File: src/rtl/ssp_pkg.sv
// Shared types and constants for the state-space residual predictor.
`default_nettype none
package ssp_pkg;

   localparam int COEF_DEPTH = 80;
   localparam int COEF_AW    = 7;

   localparam logic [1:0] FUNC_WRITE  = 2'd0;
   localparam logic [1:0] FUNC_SAMPLE = 2'd1;
   localparam logic [1:0] FUNC_CLEAR  = 2'd2;

   localparam logic [2:0] SEL_A = 3'd0;
   localparam logic [2:0] SEL_B = 3'd1;
   localparam logic [2:0] SEL_C = 3'd2;
   localparam logic [2:0] SEL_D = 3'd3;
   localparam logic [2:0] SEL_K = 3'd4;

   localparam logic [1:0] CSR_STATE_COUNT  = 2'd0;
   localparam logic [1:0] CSR_INPUT_COUNT  = 2'd1;
   localparam logic [1:0] CSR_OUTPUT_COUNT = 2'd2;
   localparam logic [1:0] CSR_GAIN_ENABLE  = 2'd3;

   typedef struct packed {
      logic [1:0]         func;
      logic [2:0]         matrix_sel;
      logic [1:0]         coef_row;
      logic [1:0]         coef_col;
      logic signed [31:0] coef_value;
      logic signed [31:0] u_0;
      logic signed [31:0] u_1;
      logic signed [31:0] y_0;
      logic signed [31:0] y_1;
   } req_type;

   typedef struct packed {
      logic signed [31:0] residual_0;
      logic signed [31:0] residual_1;
   } rsp_type;

   typedef enum logic [6:0] {
      PH_IDLE = 7'b0000001,
      PH_STRT = 7'b0000010,
      PH_RD   = 7'b0000100,
      PH_MUL  = 7'b0001000,
      PH_ACC  = 7'b0010000,
      PH_FIN  = 7'b0100000,
      PH_DONE = 7'b1000000
   } phase_type;

   typedef enum logic [2:0] {
      LOOP_Y = 3'b001,
      LOOP_K = 3'b010,
      LOOP_X = 3'b100
   } loop_type;

   typedef enum logic [1:0] {
      OPND_X  = 2'd0,
      OPND_U0 = 2'd1,
      OPND_U1 = 2'd2,
      OPND_E  = 2'd3
   } src_type;

   typedef struct packed {
      logic init;
      logic mul;
      logic add;
   } mac_ctl_type;

   typedef struct packed {
      logic rd_en;
      logic wr_en;
      logic wr_next;
      logic clear;
      logic flip;
   } st_ctl_type;

endpackage
`default_nettype wire

File: src/rtl/ssp_coef.sv
// Coefficient RAM holding A, B, C, D and K with a registered read port.
`default_nettype none
module ssp_coef (
   input  wire logic                          clock,
   input  wire logic                          wr_en,
   input  wire logic [ssp_pkg::COEF_AW-1:0]   wr_addr,
   input  wire logic signed [31:0]            wr_data,
   input  wire logic [ssp_pkg::COEF_AW-1:0]   rd_addr,
   output logic signed [31:0]                 rd_data
);
   import ssp_pkg::*;

   logic signed [31:0] mem_ff [COEF_DEPTH];
   logic signed [31:0] rd_data_ff;

   always_ff @(posedge clock) begin
      if (wr_en) begin
         mem_ff[wr_addr] <= wr_data;
      end
      rd_data_ff <= mem_ff[rd_addr];
   end

   assign rd_data = rd_data_ff;
endmodule
`default_nettype wire

File: config.mk
export PLATFORM = sky130hd
export DESIGN_NAME = ssp_coef
export DESIGN_NICKNAME = d
export VERILOG_FILES = /design/src/rtl/ssp_pkg.sv /design/src/rtl/ssp_coef.sv
export SDC_FILE = /design/constraint.sdc
export NUM_CORES = 2
export LEC_CHECK = 0
export BUFFER_PORTS_ARGS = -buffer_cell sky130_fd_sc_hd__buf_2
export CORE_ASPECT_RATIO = 0.8
export CORE_MARGIN = 2
export CORE_UTILIZATION = 35
export CTS_CLUSTER_DIAMETER = 120
export CTS_CLUSTER_SIZE = 40
export DETAILED_ROUTE_END_ITERATION = 12
export SETUP_SLACK_MARGIN = 0.15
export SLEW_MARGIN = 20
export SYNTH_ARGS = -nofsm -noshare
export SYNTH_HDL_FRONTEND = slang
export SYNTH_SLANG_ARGS = --single-unit
File: constraint.sdc
create_clock -name clock -period 3.3 [get_ports clock]
set_clock_uncertainty 0.2 [all_clocks]
set_input_delay 0 -clock clock [delete_from_list [all_inputs] [get_ports clock]]
set_output_delay 0 -clock clock [all_outputs]
set_load 0.05 [all_outputs]
* After elaboration in Yosys (flattened, before gate mapping)
Memories as Yosys holds them, arrays and structs flattened. A register that Yosys moved wholly into a read port is not among the register bits. Index checks and enable logic that the tools add are counted.
Cells by class: mux-type cells 2
Operators by type and width (count):
- 1-bit two-way mux | 2
Storage, ports and cells: output and inout bits 32, input bits 48, word-level logic and storage cells 3, memories kept 1, RAM bits 2560, register bits after elaboration 0
Memory list:
- mem_ff | words 80, bits a word 32, read ports 1, clocked after Yosys merged registers in 1, write ports 1, RTL line ssp_coef.sv:13 | logic signed [31:0] mem_ff [COEF_DEPTH];

* Longest topological paths before layout
word-level depth 2, gate-level depth with buffers 11, gate-level depth less buffers 5

* Worst setup path before layout
No wires, ideal clock.
path kind in2reg, start input port wr_addr[5] (netlist name), end memory mem_ff[49][0] (enable), slack -0.065 ns, arrival time 2.704 ns, stages on the path 3, path buffers 0, setup time 0.461 ns, data required time 2.639 ns, cell sequence nor2b_1 nand4_1 nor3_1
RTL lines:
- start, declared | RTL line ssp_coef.sv:6 | input wire logic [ssp_pkg::COEF_AW-1:0] wr_addr,
- end, declared | RTL line ssp_coef.sv:13
No word-level cell before the write port.

==> out/results.ini <==
[run_status]
status=completed

[timing]
setup_tns_ns=0
holdWs_ns=0.02553
slew_viol_final=0
hold_violations=0
fin_ws_ns=0.3026
worst_pin_slew_ns=1.137
period_minus_slack_ns=2.997
slew_headroom=0.2417
rsz0062_at_grt=false
finalSetupViolCount=0
post-route-period-util=0.9083
max_freq_ghz=0.3336

[clocking]
clk_latency_ns=0.77
numCtsBuffers=75
cts_buffer_depth=3
cts-resized-gates=0
ctsHtreeMaxLevel=3
clk_pin_slew_ns=0.14
cts_tree=done
cts.sinks=2592
cts_root_buf=clkbuf_16

[floorplanning]
core_sq_mm=0.2806
die_w_um=597.4
die_area_sq_mm=0.2859
io_pins=80
die_y_um=478.7
placementRows=174
initial_core_util=0.3513

[flow_run]
maxCapViolations=0

[placement]
place_ws_ns=0.1287
placed_area_sq_mm=0.1065
placedCellCount=8193
port_buffers=79
hpwl_mm=157.4
place.gp.congestion=0.8066

[setup_path]
cp_common_cell=dlygate4sd3_1
setup.worst_path.start_class=input port
critPathSlowestCell=dlygate4sd3_1
reg2reg_from=mem_ff[5][19]
critical_path_buf_inv_count=5
reg2reg_to=rd_data[19]
crit_path_cell_trace=dlygate4sd3_1 > buf_6 > inv_2 > buf_4 > mux2i_1 > o32ai_1 > o31ai_1 > o221ai_1 > dlygate4sd3_1
cpLargestDelayFamily=buffers and inverters
setup.worst_path.class=input port to flip-flop
crit_required_ns=3.76
path_max_fanout=24
r2r_slack_ns=0.42
slowest_delay_ns=0.59
crit_path_end_kind=flip-flop
worstRegToRegCells=6
critPathArrivalTime_ns=3.45

[pwr]
vdd_ir_drop_max_mv=0.3683
p_leak_nw=32.88
finalPower_mw=53.85
power.density_mw_per_mm2=493.2

[yosys]
synth-edff-count=2560
syn_nets=4363
synthCells=4315
syn_avg_cell_area_sq_um=22.85
ys_seq_area_frac=0.7863
synth_warnings=0
yosysUniqueCellTypes=52
synth_seq_cells=2592
synth_flop_cell=edfxtp_1
async_flop_share=0
synth_area_sq_mm=0.09858

[detailed_routing]
vias_per_cell=5.579
first_pass_iters=6
wl_per_cell_um=30.49
drc_errors=0
ant_nets=0
drt_wl_total_mm=255.3
drtIter0Drc=6169
vias=46720

[finish]
area_growth_pct=10.77
layoutNonFillerInstCount=8375
fin_nets=4673
drive_gt1_frac=0.2688
stdcell_area_sq_mm=0.1092
utilization=0.3891

[worst_hold_path]
hp-start=rd_addr[2]
hp-class=input port to flip-flop
holdPathEnd=rd_data[17]
hold_depth=6

[global_route]
grt_antenna_before_repair=28
grt_pass1_wl_mm=356.7
grt_pass1_vias=45850
grt_max_degree=81
grt_use_total=0.1756
grt_overflow=0

-- flip-flops by register name, indices dropped and copies added, names as in the netlist --
register,flops
mem_ff,2560
rd_data,32
-- layout make-up --
type / count / area [sq um]
inverter: 2 / 7.507
tap: 3696 / 4624
timing repair buffer: 466 / 4526
fill: 24620 / 171400
multi-input combinational: 1488 / 20330
antenna: 2 / 5.005
clock inverter: 6 / 77.57
clock buffer: 123 / 2110
sequential: 2592 / 77510
-- logic make-up after synthesis --
family                 synth area share
DFF                              0.7863
muxes                            0.1588
and+or+nand+nor                 0.01735
AOI/OAI and AO/OA               0.02377
buffers and inverters           0.01377
-- Yosys cell counts, types with 16 or more instances --
library cell	n	area, sq um
edfxtp_1	2560	76870
o22ai_1	76	475.5
a22oi_1	35	262.8
a211oi_1	34	255.2
nand3_1	26	130.1
o211ai_1	22	165.2
mux4_2	609	13720
mux2_2	52	585.6
o21ai_0	28	140.1
a22o_1	17	148.9
dfxtp_1	32	640.6
nor2b_1	41	256.5
mux2i_1	135	1351
a221oi_1	16	140.1
buf_4	49	367.9
nand2_1	87	326.6
buf_2	77	385.4
nor3_1	37	185.2
buf_6	26	292.8
nor2_1	136	510.5
o41ai_1	22	192.7
clkbuf_1	69	259.0
-- worst max-delay path by stage --
stage / depth (start not counted) / slack [ns] / end / startpoint
after detailed placement: 8 / 0.13 / rd_data[8] / rd_addr[0]
after floorplan: 3 / 0.61 / mem_ff[63][0] / wr_addr[1]
after global routing: 9 / 0.33 / rd_data[19] / rd_addr[4]
final: 9 / 0.30 / rd_data[19] / rd_addr[4]
after CTS: 9 / 0.38 / rd_data[19] / rd_addr[4]
after global placement: 8 / 0.08 / rd_data[11] / rd_addr[0]
-- cell usage in the layout, fill, tap and decap left out, drive strengths merged, types with 6 or more instances in the layout --
master,instances
o221ai,8
o22ai,76
mux2i,135
o211ai,22
mux4,609
a32oi,9
nand2b,12
or2,6
clkbuf,123
a221o,6
o41ai,22
nor3,38
nand3,26
nor2b,41
a221oi,16
o31ai,7
dlygate4sd3,50
a22o,17
mux2,52
buf,416
dfxtp,32
o32ai,6
a22oi,35
a21oi,13
a211oi,34
nand2,87
o21ai,28
a211o,7
edfxtp,2560
nor2,136
-- what timing repair did --
item                       CTS  global route
setup buffers                0             0
hold buffers                50             0
hold endpoints to repair  2667             0
-- worst reg2reg max path, cell delays in order, from the launching register on --
cell and delay (ns):
edfxtp_1 0.41, mux4_2 0.49, mux2i_1 0.16, o32ai_1 0.16, o31ai_1 0.57, o221ai_1 0.21, dlygate4sd3_1 0.59
-- power breakdown --
part           switching (mW)  leakage, nW  internal, mW  total (mW)
Sequential              0.116         23.3          36.3        36.4
Clock                    9.29         1.04          4.54        13.8
Combinational            2.30         8.56          1.31        3.60
Total                    11.7         32.9          42.1        53.8
-- layer usage --
metal / share of wire / GRT usage
met1: 0.42 / 0.2547
met2: 0.46 / 0.2745
met3: 0.098 / 0.04017
met4: 0.017 / 0.02930
met5: 0.00018 / 0
(Power assumes the default switching activity.)
