## src/rtl/ssp_pkg.sv

```systemverilog
// Shared types and constants for the state-space residual predictor.
`default_nettype none
package ssp_pkg;

   localparam int COEF_DEPTH = 80;
   localparam int COEF_AW    = 7;

   localparam logic [1:0] FUNC_WRITE  = 2'd0;
   localparam logic [1:0] FUNC_SAMPLE = 2'd1;
   localparam logic [1:0] FUNC_CLEAR  = 2'd2;

   localparam logic [2:0] SEL_A = 3'd0;
   localparam logic [2:0] SEL_B = 3'd1;
   localparam logic [2:0] SEL_C = 3'd2;
   localparam logic [2:0] SEL_D = 3'd3;
   localparam logic [2:0] SEL_K = 3'd4;

   localparam logic [1:0] CSR_STATE_COUNT  = 2'd0;
   localparam logic [1:0] CSR_INPUT_COUNT  = 2'd1;
   localparam logic [1:0] CSR_OUTPUT_COUNT = 2'd2;
   localparam logic [1:0] CSR_GAIN_ENABLE  = 2'd3;

   typedef struct packed {
      logic [1:0]         func;
      logic [2:0]         matrix_sel;
      logic [1:0]         coef_row;
      logic [1:0]         coef_col;
      logic signed [31:0] coef_value;
      logic signed [31:0] u_0;
      logic signed [31:0] u_1;
      logic signed [31:0] y_0;
      logic signed [31:0] y_1;
   } req_type;

   typedef struct packed {
      logic signed [31:0] residual_0;
      logic signed [31:0] residual_1;
   } rsp_type;

   typedef enum logic [6:0] {
      PH_IDLE = 7'b0000001,
      PH_STRT = 7'b0000010,
      PH_RD   = 7'b0000100,
      PH_MUL  = 7'b0001000,
      PH_ACC  = 7'b0010000,
      PH_FIN  = 7'b0100000,
      PH_DONE = 7'b1000000
   } phase_type;

   typedef enum logic [2:0] {
      LOOP_Y = 3'b001,
      LOOP_K = 3'b010,
      LOOP_X = 3'b100
   } loop_type;

   typedef enum logic [1:0] {
      OPND_X  = 2'd0,
      OPND_U0 = 2'd1,
      OPND_U1 = 2'd2,
      OPND_E  = 2'd3
   } src_type;

   typedef struct packed {
      logic init;
      logic mul;
      logic add;
   } mac_ctl_type;

   typedef struct packed {
      logic rd_en;
      logic wr_en;
      logic wr_next;
      logic clear;
      logic flip;
   } st_ctl_type;

endpackage
`default_nettype wire

```

## src/rtl/ssp_mac.sv

```systemverilog
// Q16.16 multiply-accumulate unit with saturating 64-bit accumulator.
`default_nettype none
module ssp_mac (
   input  wire logic                 clock,
   input  wire ssp_pkg::mac_ctl_type ctl,
   input  wire logic signed [31:0]   coef,
   input  wire logic signed [31:0]   opnd,
   input  wire logic signed [63:0]   init_val,
   output logic signed [31:0]        q16
);
   import ssp_pkg::*;

   logic signed [63:0] prod_ff;
   logic signed [63:0] acc_ff;
   logic signed [63:0] acc_in;
   logic [64:0]        sum;
   logic signed [47:0] sh;

   assign sum = {acc_ff[63], acc_ff} + {prod_ff[63], prod_ff};

   always_comb begin
      if (sum[64] != sum[63]) begin
         acc_in = sum[64] ? {1'b1, 63'd0} : {1'b0, {63{1'b1}}};
      end else begin
         acc_in = sum[63:0];
      end
   end

   always_ff @(posedge clock) begin
      if (ctl.mul) begin
         prod_ff <= coef * opnd;
      end
      if (ctl.init) begin
         acc_ff <= init_val;
      end else if (ctl.add) begin
         acc_ff <= acc_in;
      end
   end

   assign sh = acc_ff[63:16];

   always_comb begin
      if (sh[47:31] == {17{sh[47]}}) begin
         q16 = sh[31:0];
      end else begin
         q16 = sh[47] ? 32'sh8000_0000 : 32'sh7fff_ffff;
      end
   end
endmodule
`default_nettype wire

```

## config.mk

```make
export PLATFORM = sky130hd
export DESIGN_NAME = ssp_mac
export DESIGN_NICKNAME = d
export VERILOG_FILES = /design/src/rtl/ssp_pkg.sv /design/src/rtl/ssp_mac.sv
export SDC_FILE = /design/constraint.sdc
export NUM_CORES = 2
export LEC_CHECK = 0
export ABC_CLOCK_PERIOD_IN_PS = 21200
export BUFFER_PORTS_ARGS = -buffer_cell sky130_fd_sc_hd__buf_2
export CAP_MARGIN = 20
export CELL_PAD_IN_SITES_DETAIL_PLACEMENT = 1
export CELL_PAD_IN_SITES_GLOBAL_PLACEMENT = 1
export CORE_UTILIZATION = 56
export CTS_BUF_LIST = sky130_fd_sc_hd__clkbuf_8
export DETAILED_ROUTE_END_ITERATION = 7
export PLACE_DENSITY = 0.95
export SLEW_MARGIN = 20
export SYNTH_ARGS = -nofsm -noshare
export SYNTH_HDL_FRONTEND = slang
export SYNTH_SLANG_ARGS = --single-unit
```

## constraint.sdc

```tcl
create_clock -name clock -period 21.2 [get_ports clock]
set_input_delay 1.06 -clock clock [delete_from_list [all_inputs] [get_ports clock]]
set_output_delay 1.06 -clock clock [all_outputs]
set_load 0.005 [all_outputs]
```

# Word-level counts from Yosys, hierarchy flattened
# Index checks and enable logic that the tools add are counted.
[classes]
mux = 6
reduce_logical = 1
div_mod_pow = 0
n_shift = 0
bitwise_logic = 0
eq_ne = 2
multipliers = 1
n_lt_le_gt_ge = 0
addsub = 1
[op_table]
columns = ["cell", "n"]
rows = [
  ["$mux 64", 4],
  ["$add 64x64->65", 1],
  ["$mul 32x32->64", 1],
  ["$mux 32", 2],
  ["$eq 16x16->1", 1],
  ["$reduce_bool 2->1", 1],
  ["$ne 1x1->1", 1],
]
[word_totals]
latch_bits = 0
ram_bits = 0
word_cells = 13
reg_bits = 128
in_bits = 132
romBits = 0
mem_count = 0
output_inout_bits = 32

# Longest topological paths before layout
[depth]
word_depth = 5
ltp_mapped = 30
ltp_nobuf = 29

# Least setup slack after synthesis
# Ideal clock, no wire load.
[synth_timing]
path_kind = "input to register"
startpoint = "in coef[31]"
endpoint = "reg prod_ff[60] (data pin)"
setup_time_ns = 0.261
path_buffers = 1
path_slack_ns = 12.584
cell_stages = 28
required_time_ns = 20.939
arrival_time_ns = 8.355
path_cell_list = "clkbuf_1 > nand2_1 > inv_1 > fa_1 > inv_1 > fa_1 > inv_1 > fa_1 > inv_1 > fa_1 > inv_1 > fa_1 > inv_1 > fa_1 > fa_1 > fa_1 > inv_1 > ha_1 > a21o_1 > a21oi_1 > o211ai_1 > o21bai_1 > a311oi_1 > o21ai_1 > a211oi_1 > o31a_1 > nor4bb_1 > a311o_1"
[synth_via]
elab_chain_len = 1
[synth_lines]
columns = ["element", "line", "rtl"]
rows = [
  ["from (decl)", "ssp_mac.sv:6", "input wire logic signed [31:0] coef,"],
  ["$mul 32x32->64", "ssp_mac.sv:31", "prod_ff <= coef * opnd;"],
  ["to (signal assigned)", "ssp_mac.sv:31", ""],
  ["to (decl)", "ssp_mac.sv:13", "logic signed [63:0] prod_ff;"],
]
# No other way between the ends.
# A chain may end at the register's enable or synchronous reset.

# Worst setup path after layout
[layout_timing]
startpoint = "in coef[16]"
endpoint = "reg prod_ff[63] (data pin)"
# Same word-level chain as after synthesis.

==> impl_metrics.toml <==
[run_status]
status = "completed"

[global_route]
grt_overflow = 0
use_met2_pct = 69.67
grtUsageMet1_pct = 48.35
first_global_vias = 44216
grt_max_degree = 65
antenna_found_initial = 10
grt.total_usage_pct = 42.22
grt_pass1_wl_mm = 259.3
grt_use_met3_pct = 11.20
grt_busiest_layer = "met2"

[yosys]
synth_cell_type_count = 78
synthesis.area_um2 = 45480
postSynthAreaPerCell_um2 = 9.331
async_flop_share_pct = 0
ys.warnings.count = 0
synth_cells = 4874
synth_enable_flop_cells = 128
synth_top_area_share_pct = 47.67
yosysTopAreaCell = "fa_1"
ys_seq_area_share_pct = 8.451
synth-seq-cells = 128
syn_nets = 6337
synthTopCellsByArea = "fa_1, inv_1, edfxtp_1"
synth-main-ff-cell = "edfxtp_1"

[layout]
stdcell_count = 5898
area_growth_pct = 3.598
fin_nets = 6278
final_layout_size_suffix_gt1_share_pct = 5.033

[drt]
post_drt_via_cell_ratio = 6.314
drt_wl_total_mm = 169.4
firstDrtPassIters = 7
drc = 0
vias = 37239
drt-initial-drc-count = 3666
wl_per_cell_um = 28.71
drt.antenna.violating_nets = 0

[timing]
finalHoldViolations = 0
fin_skew_ns = 0.02213
tns_ns = 0
rsz0062_at_grt = "no"
slew_viol_final = 0
slew_headroom_pct = 23.14
worstMarginPinSlew_ns = 1.153
finalSetupViolCount = 0
fmax_mhz = 101.3
finalCriticalPeriod_ns = 9.872
period_share_pct = 46.57

[critical_path]
critPathRequiredTime_ns = 21.45
end_kind = "register"
critPathMaxFanout = 32
critical_path_class = "in2reg"
crit_arrival_ns = 10.12
critPathLaunchType = "input port"

[clocking]
cts-htree-levels = 4
post_cts_buffers = 0
cts.sinks = 128
ctsHoldBuffers = 0
cts_max_path_buffers = 2
cts_tree = "yes"
clockRootBuffer = "clkbuf_8"
clk_latency_ns = 0.51
numCtsBuffers = 17
postCtsResizedCells = 0
clkSlewWorstSetupHoldPaths_ns = 0.10

[floorplanning]
rows = 104
die_area_um2 = 82360
io_pins = 164
die_h_um = 287.0
die_x_um = 287.0
initial_core_util_pct = 56.56
core_um2 = 80420

[place]
port_buffers = 163
place_inst = 5856
place_congestion = 0.9344
dp_hpwl_mm = 133.2

[flow_run]
cap_violations = 0

[worst_hold_path]
min_path_type = "reg2reg"
## final timing paths
check	end	slack [ns]	startpoint	cells after the start
worst min-delay path	acc_ff[0]	0.78	acc_ff[0]	3
worst max register to register	acc_ff[57]	16.37	prod_ff[0]	14
worst min register to register	acc_ff[0]	0.78	acc_ff[0]	3
worst max-delay path	prod_ff[63]	11.33	coef[16]	26
## cell usage after synthesis, drive strengths merged (12+ instances only)
library cell / number
a2bb2oi: 56
nor2: 93
nand3: 47
a31oi: 20
nor2b: 20
clkbuf: 232
o21bai: 18
nor3: 21
nand2: 631
o21a: 12
fa: 1083
a21oi: 125
and2: 514
a21o: 68
xnor2: 83
xor2: 40
buf: 25
edfxtp: 128
o21ai: 124
and3: 24
nand4: 16
nand2b: 25
a211oi: 16
inv: 1081
ha: 248
## cell type report
class	instances	area, um^2
well taps	1060	1326
fillers	9183	33300
clock buffers	17	234.0
flip-flops and latches	128	3844
clock inverters	15	150.1
diodes	10	25.02
repair buffers	179	935.9
multi-input cells	3408	36550
inverters	1081	4058
## placed cells by master, fill, tap and decap left out, types with 68 or more instances in the layout
cell type / n
fa_1: 1083
ha_1: 248
nand2_1: 631
a21o_1: 68
and2_1: 513
inv_1: 1080
buf_2: 163
nor2_1: 93
edfxtp_1: 128
o21ai_0: 121
xnor2_1: 83
a21oi_1: 125
## worst max-delay path, cell delays in order
cell and delay, ns:
buf_2 0.75, nand2_1 0.22, fa_1 0.63, fa_1 0.48
fa_1 0.52, fa_1 0.57, inv_1 0.06, fa_1 0.49
inv_1 0.05, fa_1 0.53, inv_1 0.06, fa_1 0.52
inv_1 0.11, fa_1 0.52, inv_1 0.05, ha_1 0.41
a21oi_1 0.35, o21ai_0 0.19, o21a_1 0.18, and4_1 0.21
a211oi_1 0.69, o21ai_0 0.35, o221ai_1 0.57, o31a_1 0.21
a32oi_1 0.11, xnor2_1 0.18
## registers in the layout, summed over array words and instances (netlist names)
name	cells
acc_ff	64
prod_ff	64
## through the flow
| stage | instance area [um^2] | hold slack, ns | worst slack (ns) | utilization [%] |
|---|---|---|---|---|
| 2_1_floorplan | 45480 | 0.6689 | 12.58 | - |
| 3_5_place_dp | 46710 | 0.7788 | 11.06 | 58.08 |
| 3_3_place_gp | 46710 | 0.6839 | 11.63 | 58.08 |
| 5_1_grt | 47110 | 0.8155 | 10.97 | 58.58 |
| 4_1_cts | 47090 | 0.7997 | 11.53 | 58.56 |
| 6_report | 47120 | 0.7807 | 11.33 | 58.59 |
## kinds of logic after synthesis
group / after synthesis / share of synthesized area (%)
compound gates: 525 / 7.838
flops: 128 / 8.451
buf+inv: 1338 / 11.24
mux: 2 / 0.04677
xor+xnor: 123 / 2.369
fa+ha+maj: 1331 / 54.49
simple gates: 1427 / 15.57
## metal layers
layer | up-vias | wire, um
li1 | 14536 | -
met1 | 18942 | 57240
met2 | 2743 | 80710
met3 | 1012 | 18810
met4 | 6 | 12550
met5 | - | 44
Power is not shown: default switching activity piles up to over one toggle a cycle in this logic, so the estimate is an artifact.
