`config.mk`:
```
export PLATFORM = sky130hd
export DESIGN_NAME = ssp_state
export DESIGN_NICKNAME = d
export VERILOG_FILES = /design/src/rtl/ssp_pkg.sv /design/src/rtl/ssp_state.sv
export SDC_FILE = /design/constraint.sdc
export NUM_CORES = 1
export LEC_CHECK = 0
export BUFFER_PORTS_ARGS = -buffer_cell sky130_fd_sc_hd__buf_4
export CAP_MARGIN = 20
export CORE_MARGIN = 4
export CORE_UTILIZATION = 41
export CTS_CLUSTER_DIAMETER = 60
export DETAILED_ROUTE_END_ITERATION = 10
export PLACE_DENSITY = 0.56
export SYNTH_ARGS = -nofsm -noshare
export SYNTH_HDL_FRONTEND = slang
export SYNTH_SLANG_ARGS = --single-unit
export TNS_END_PERCENT = 50
```
`constraint.sdc`:
```
create_clock -name clock -period 8.1 [get_ports clock]
set_clock_uncertainty 0.2 [all_clocks]
set_input_delay 0.405 -clock clock [delete_from_list [all_inputs] [get_ports clock]]
set_output_delay 0.405 -clock clock [all_outputs]
set_load 0.02 [all_outputs]
```
`src/rtl/ssp_pkg.sv`:
```
// Shared types and constants for the state-space residual predictor.
`default_nettype none
package ssp_pkg;

   localparam int COEF_DEPTH = 80;
   localparam int COEF_AW    = 7;

   localparam logic [1:0] FUNC_WRITE  = 2'd0;
   localparam logic [1:0] FUNC_SAMPLE = 2'd1;
   localparam logic [1:0] FUNC_CLEAR  = 2'd2;

   localparam logic [2:0] SEL_A = 3'd0;
   localparam logic [2:0] SEL_B = 3'd1;
   localparam logic [2:0] SEL_C = 3'd2;
   localparam logic [2:0] SEL_D = 3'd3;
   localparam logic [2:0] SEL_K = 3'd4;

   localparam logic [1:0] CSR_STATE_COUNT  = 2'd0;
   localparam logic [1:0] CSR_INPUT_COUNT  = 2'd1;
   localparam logic [1:0] CSR_OUTPUT_COUNT = 2'd2;
   localparam logic [1:0] CSR_GAIN_ENABLE  = 2'd3;

   typedef struct packed {
      logic [1:0]         func;
      logic [2:0]         matrix_sel;
      logic [1:0]         coef_row;
      logic [1:0]         coef_col;
      logic signed [31:0] coef_value;
      logic signed [31:0] u_0;
      logic signed [31:0] u_1;
      logic signed [31:0] y_0;
      logic signed [31:0] y_1;
   } req_type;

   typedef struct packed {
      logic signed [31:0] residual_0;
      logic signed [31:0] residual_1;
   } rsp_type;

   typedef enum logic [6:0] {
      PH_IDLE = 7'b0000001,
      PH_STRT = 7'b0000010,
      PH_RD   = 7'b0000100,
      PH_MUL  = 7'b0001000,
      PH_ACC  = 7'b0010000,
      PH_FIN  = 7'b0100000,
      PH_DONE = 7'b1000000
   } phase_type;

   typedef enum logic [2:0] {
      LOOP_Y = 3'b001,
      LOOP_K = 3'b010,
      LOOP_X = 3'b100
   } loop_type;

   typedef enum logic [1:0] {
      OPND_X  = 2'd0,
      OPND_U0 = 2'd1,
      OPND_U1 = 2'd2,
      OPND_E  = 2'd3
   } src_type;

   typedef struct packed {
      logic init;
      logic mul;
      logic add;
   } mac_ctl_type;

   typedef struct packed {
      logic rd_en;
      logic wr_en;
      logic wr_next;
      logic clear;
      logic flip;
   } st_ctl_type;

endpackage
`default_nettype wire

```
`src/rtl/ssp_state.sv`:
```
// State vector RAM with two slots per entry, per-entry bank bits and per-slot valid bits.
`default_nettype none
module ssp_state #(
   parameter int MAX_STATES = 4,
   parameter int SW         = 2
) (
   input  wire logic                    clock,
   input  wire logic                    reset,
   input  wire ssp_pkg::st_ctl_type     ctl,
   input  wire logic [SW-1:0]           rd_idx,
   input  wire logic [SW-1:0]           wr_idx,
   input  wire logic signed [31:0]      wr_data,
   input  wire logic [2:0]              nx,
   output logic signed [31:0]           rd_data
);
   import ssp_pkg::*;

   logic signed [31:0]          mem_ff [2][MAX_STATES];
   logic [1:0][MAX_STATES-1:0]  valid_ff;
   logic [MAX_STATES-1:0]       bank_ff;
   logic signed [31:0]          rd_data_ff;
   logic                        rd_valid_ff;
   logic                        rd_bank;
   logic                        wr_bank;

   assign rd_bank = bank_ff[rd_idx];
   assign wr_bank = bank_ff[wr_idx] ^ ctl.wr_next;

   always_ff @(posedge clock) begin
      if (ctl.wr_en) begin
         mem_ff[wr_bank][wr_idx] <= wr_data;
      end
      if (ctl.rd_en) begin
         rd_data_ff <= mem_ff[rd_bank][rd_idx];
      end
   end

   always_ff @(posedge clock) begin
      if (reset) begin
         valid_ff    <= '0;
         bank_ff     <= '0;
         rd_valid_ff <= 1'b0;
      end else begin
         if (ctl.rd_en) begin
            rd_valid_ff <= valid_ff[rd_bank][rd_idx];
         end
         if (ctl.clear) begin
            valid_ff <= '0;
         end else if (ctl.wr_en) begin
            valid_ff[wr_bank][wr_idx] <= 1'b1;
         end
         if (ctl.flip) begin
            for (int i = 0; i < MAX_STATES; i++) begin
               if (i < 32'(nx)) begin
                  bank_ff[i] <= ~bank_ff[i];
               end
            end
         end
      end
   end

   assign rd_data = rd_valid_ff ? rd_data_ff : 32'sd0;
endmodule
`default_nettype wire

```
Yosys cells after proc, flatten, opt, wreduce, memory -nomap -nowiden

Memory sizes are Yosys's and may differ from the RTL's.
Cells that the tools add are included.

Register bits after elaboration: 45
Latch bits: 0
Memory bits (writable): 256
Bits in read-only memories: 0
Input port bits: 46
Output and inout bits: 32
Word-level logic and storage cells: 58
Memories kept: 1

Memory list:

| name   | depth | bits a word | rd ports | clocked after Yosys merged registers in | wr ports | line            | text |
|---|---|---|---|---|---|---|---|
| mem_ff | 2     | 128         | 1        | 0                                       | 1        | ssp_state.sv:18 | `logic signed [31:0] mem_ff [2][MAX_STATES];` |

$add $sub $neg: 0
Multipliers: 0
Divide/modulo/power cells: 0
Order comparisons: 13
Equality and inequality tests: 0
Shifts and indexed selects: 0
Mux-type cells: 20
Bitwise logic cells: 8
Reductions and logical operators: 8

Operators with widths:

| operator                                                                      | count |
|---|---|
| 128-bit two-way mux                                                           | 1 |
| 32-bit two-way mux                                                            | 4 |
| 32-bit binary-select mux with 2-bit select                                    | 1 |
| 32-bit demux with 2-bit select                                                | 1 |
| 4-bit two-way mux                                                             | 3 |
| 8-bit OR                                                                      | 1 |
| 2-bit AND reduction                                                           | 4 |
| 1-bit binary-select mux with 2-bit select                                     | 3 |
| 3-bit >= comparator (second input constant)                                   | 2 |
| 1-bit by 3-bit less-than comparator with 1-bit output (first input constant)  | 2 |
| 2-bit by 3-bit less-than comparator with 1-bit output (first input constant)  | 2 |
| 2-bit by 3-bit less-than comparator with 1-bit output (second input constant) | 2 |
| 2-bit NOT with 3-bit output                                                   | 2 |
| 1-bit two-way mux                                                             | 5 |
| 4-bit demux with 1-bit select                                                 | 1 |
| 1-bit by 2-bit less-than comparator with 1-bit output (second input constant) | 2 |
| 1-bit NOT                                                                     | 4 |
| 1-bit logical AND                                                             | 3 |
| 3-bit by 1-bit less-than comparator with 1-bit output (second input constant) | 1 |
| 1-bit demux with 2-bit select                                                 | 1 |
| 2-bit by 1-bit >= comparator with 1-bit output (second input constant)        | 1 |
| 2-bit OR reduction                                                            | 1 |
| 1-bit >= comparator (second input constant)                                   | 1 |
| 1-bit XOR                                                                     | 1 |

Logic depth before layout (Yosys ltp)

Word-level depth: 8
Gate-level depth with buffers: 6
Depth with buffers taken out: 4

Least setup slack after synthesis

OpenSTA, ideal clock, no wires.

Path kind: input -> register
From: input port ctl[2] in the netlist's numbering
To: memory mem_ff[1][100] in the netlist's numbering (enable)
Library setup time: 0.516 ns
Data arrival time: 4.115 ns
Data required time: 7.384 ns
Path slack: 3.269 ns
Stages on the path: 3
Buffers on the path: 1
Path through: buf_2 > xnor2_1 > nor4b_1

Longest elaborated chain between the ends: 1

Ends and longest elaborated chain:

| element            | line            | text |
|---|---|---|
| start: declaration | ssp_state.sv:9  | `input wire ssp_pkg::st_ctl_type ctl,` |
| 1-bit XOR          | ssp_state.sv:27 | `assign wr_bank = bank_ff[wr_idx] ^ ctl.wr_next;` |
| end: declaration   | ssp_state.sv:18 |  |

No other way between the ends.

Worst setup path after layout

From: register bank_ff[2]
To: memory mem_ff[0][37] in the netlist's numbering (enable)

Longest elaborated chain between the ends: 3

Ends and longest elaborated chain:

| element                                   | line            | text |
|---|---|---|
| start: declaration                        | ssp_state.sv:20 | `logic [MAX_STATES-1:0] bank_ff;` |
| start signal: indexed assignment          | ssp_state.sv:55 | `bank_ff[i] <= ~bank_ff[i];` |
| 1-bit binary-select mux with 2-bit select | ssp_state.sv:27 |  |
| 1-bit two-way mux (implied by the code)   | ssp_state.sv:27 |  |
| 1-bit XOR                                 | ssp_state.sv:27 |  |

No other way between the ends. The select of a mux whose other input is x is not followed.

==> results.yml <==
status:
  outcome: "completed"
floorplanning:
  rows: 62
  die_w_um: 178
  fp.dieH_um: 178
  die-area_um2: 31700
  start_util_pct: 41.5
  coreArea_um2: 28600
  io_pins: 78
synthesis:
  syn_nets: 648
  yosysTopAreaCell: "edfxtp_1"
  yosys-top-cells-area: "edfxtp_1 73%, mux2i_1 11%, mux4_2 6.1%"
  synth-seq-cells: 301
  syn_area_um2: 11900
  syn_avg_cell_area_um2: 19.7
  syn-instance-count: 602
  yosysSeqAreaShare_pct: 75.1
  synth_warnings: 0
  synth.distinct_cells: 30
  yosys.area.top_type_share_pct: 72.9
clock_tree:
  cts_root_buf: "clkbuf_16"
  cts_buffer_depth: 3
  clk_pin_slew_ns: 0.06
  cts_hold_buffers: 33
  htree_levels: 1
  cts_tree: "done"
  cts_setup_buffers: 0
  cts_buffers: 30
  insertion_delay_ns: 0.54
  clock_sinks: 301
  cts_resized: 0
power:
  seqPwrFrac_pct: 52.1
  swShare_pct: 21.0
  cellInternalPower_mw: 2.70
  comb_power_share_pct: 7.8
  switching_power_mw: 0.719
  vdd_ir_drop_max_v: 0.000169
  p_per_area_nw_per_um2: 243
  p_clk_share_pct: 40.0
  p_leak_nw: 4.85
setup_path:
  crit_path_end_kind: "flip-flop"
  crit_chain: "buf_4 > xnor2_1 > nor3b_2 > buf_4"
  critical-path-max-stage-delay_ns: 0.62
  cp_common_cell: "buf_4"
  arrival_ns: 2.48
  critPathMaxFanout: 33
  crit_required_ns: 8.08
  slowest_stage: "dfxtp_2"
  crit_type: "reg -> reg"
  start_kind: "flip-flop"
sta:
  finalMaxSlewViolations: 0
  setup_viol: 0
  grt_setup_unrepaired: "false"
  timing.setup.tns_ns: 0
  maxSlewHeadroom_pct: 31.3
  finalHoldViolCount: 0
  min_period_ns: 2.50
  fmax_mhz: 399
  finalCritPeriodShare_pct: 30.9
  tightest_slew_ns: 1.03
run:
  maxCapViolations: 0
min_path:
  hp-class: "in -> reg"
placement:
  dp_hpwl_mm: 13.0
  gp_congestion: 0.720
  io_buffers: 77
drt:
  via_count: 5569
  dr.pass1.iters: 4
  via_per_inst: 4.90
  dr.first_iter.drc_count: 301
  drtAntennaViolNets: 0
  wl_mm: 22.9
  drc: 0
  avgRoutedWirePerCell_um: 20.1
finish:
  nets: 774
  fin_util_pct: 49.3
  syn2layout_area_growth_pct: 18.8
  drive_gt1_share_pct: 24.1
global_routing:
  grt_util_met2_pct: 24.8
  overflow: 0
  use_met3_pct: 2.33
  grt_pass1_vias: 5968
  grt_most_used_layer: "met2"
  antenna_found_initial: 1
  grt_first_pass_wirelength_mm: 35.1
  met1_usage_pct: 20.1
  grt_max_degree: 37
  grt_use_total_pct: 14.6
-- Yosys cell counts, drive strengths merged --
cell,n
inv,32
nand2,4
and4bb,1
dfxtp,13
xor2,4
o31ai,1
a21oi,2
clkbuf,5
o21ai,2
o21a,8
nand3b,2
edfxtp,288
nand3,1
buf,23
nor3b,2
mux4,32
xnor2,4
and2,32
nor3,1
mux2i,131
nor2b,3
nand4b,1
a211o,1
and4,1
nor2,7
nor4b,1
-- sequential cells by signal, summed over array words and instances, names as in the netlist --
name / flops
bank_ff: 4
mem_ff: 256
valid_ff: 8
rd_valid_ff: 1
rd_data_ff: 32
-- kinds of logic (layout without fill, tap and decap cells) --
kind of cell / count (synthesis) / after routing / share of synthesized area [%]
AND/OR/NAND/NOR: 56 / 56 / 2.86
XOR/XNOR: 8 / 8 / 0.590
AO/OA/AOI/OAI: 14 / 14 / 0.812
flip-flops: 301 / 301 / 75.1
other: 0 / 1 / 0
multiplexers: 163 / 163 / 17.1
buffers and inverters: 60 / 210 / 3.55
-- cell type report --
class                           count  area [um^2]
Antenna cell                        1         2.50
Clock buffer                       41          833
Clock inverter                     15          155
Fill cell                        2362        14500
Inverter                           32          120
Multi-Input combinational cell    241         2570
Sequential cell                   301         8910
Tap cell                          384          480
Timing Repair Buffer              122         1020
-- power groups by stage --
stage / sequential (mW) / clock [mW] / combinational, mW
after floorplan: 1.81 / 0 / 0.182
after global placement: 1.82 / 0 / 0.255
after detailed placement: 1.82 / 0 / 0.261
after CTS: 1.79 / 1.40 / 0.275
after global routing: 1.79 / 1.47 / 0.292
final: 1.78 / 1.37 / 0.268
-- per-layer routing --
metal,vias up,wire length (um)
met3,32,865
met1,2835,10300
met5,-,0
met2,116,11300
met4,0,380
li1,2586,-
-- worst paths after layout --
kind | to | cells after the start | startpoint | slack [ns]
setup / recovery | mem_ff[0][37]$_DFFE_PP_ | 4 | bank_ff[2]$_SDFFE_PP0P_ | 5.60
hold / removal | valid_ff[0]$_SDFFE_PP0P_ | 3 | ctl[1] | 0.04
setup reg to reg | mem_ff[0][37]$_DFFE_PP_ | 4 | bank_ff[2]$_SDFFE_PP0P_ | 5.60
hold reg to reg | valid_ff[7]$_SDFFE_PP0P_ | 1 | valid_ff[7]$_SDFFE_PP0P_ | 0.27
-- placed cells by master, fill, tap and decap left out --
cell and instances:
edfxtp_1 288, mux2i_1 131, buf_4 88, dlygate4sd3_1 33, mux4_2 32, inv_1 32, and2_1 32, clkbuf_16 31
clkinv_2 10, dfxtp_1 9, o21a_1 8, clkbuf_1 8, nor2_1 6, xor2_1 4, xnor2_1 4, nand2_1 4
dfxtp_2 4, bufinv_16 3, nand3b_1 2, nor3b_2 2, o21ai_0 2, a21oi_1 2, nor2b_1 2, clkinvlp_4 2
clkbuf_8 2, diode_2 1, nor2_4 1, nor3_2 1, nor2b_4 1, nor4b_2 1, and4_2 1, and4bb_2 1
o31ai_1 1, a211o_1 1, nand3_1 1, nand4b_1 1, buf_16 1
-- per-stage QoR --
stage | instances | power (mW) | cell area (um^2) | setup WS, ns | hold slack (ns)
after floorplan | 602 | 1.99 | 11900 | 3.27 | 0.233
after global placement | 1046 | 2.07 | 12700 | 5.59 | 0.239
after detailed placement | 1046 | 2.08 | 12700 | 5.56 | 0.256
after CTS | 1135 | 3.46 | 14100 | 5.54 | 0.00356
after global routing | 1137 | 3.55 | 14100 | 5.42 | 0.0365
final | 1137 | 3.42 | 14100 | 5.60 | 0.0367
-- critical path: cells and delay by family, from the launching register on --
family,cells,cell delay [ns]
buffers and inverters,2,0.91
DFF,1,0.62
xor gates and xnor gates,1,0.21
and+or+nand+nor,1,0.19
Power figures use the tool's default switching activity.
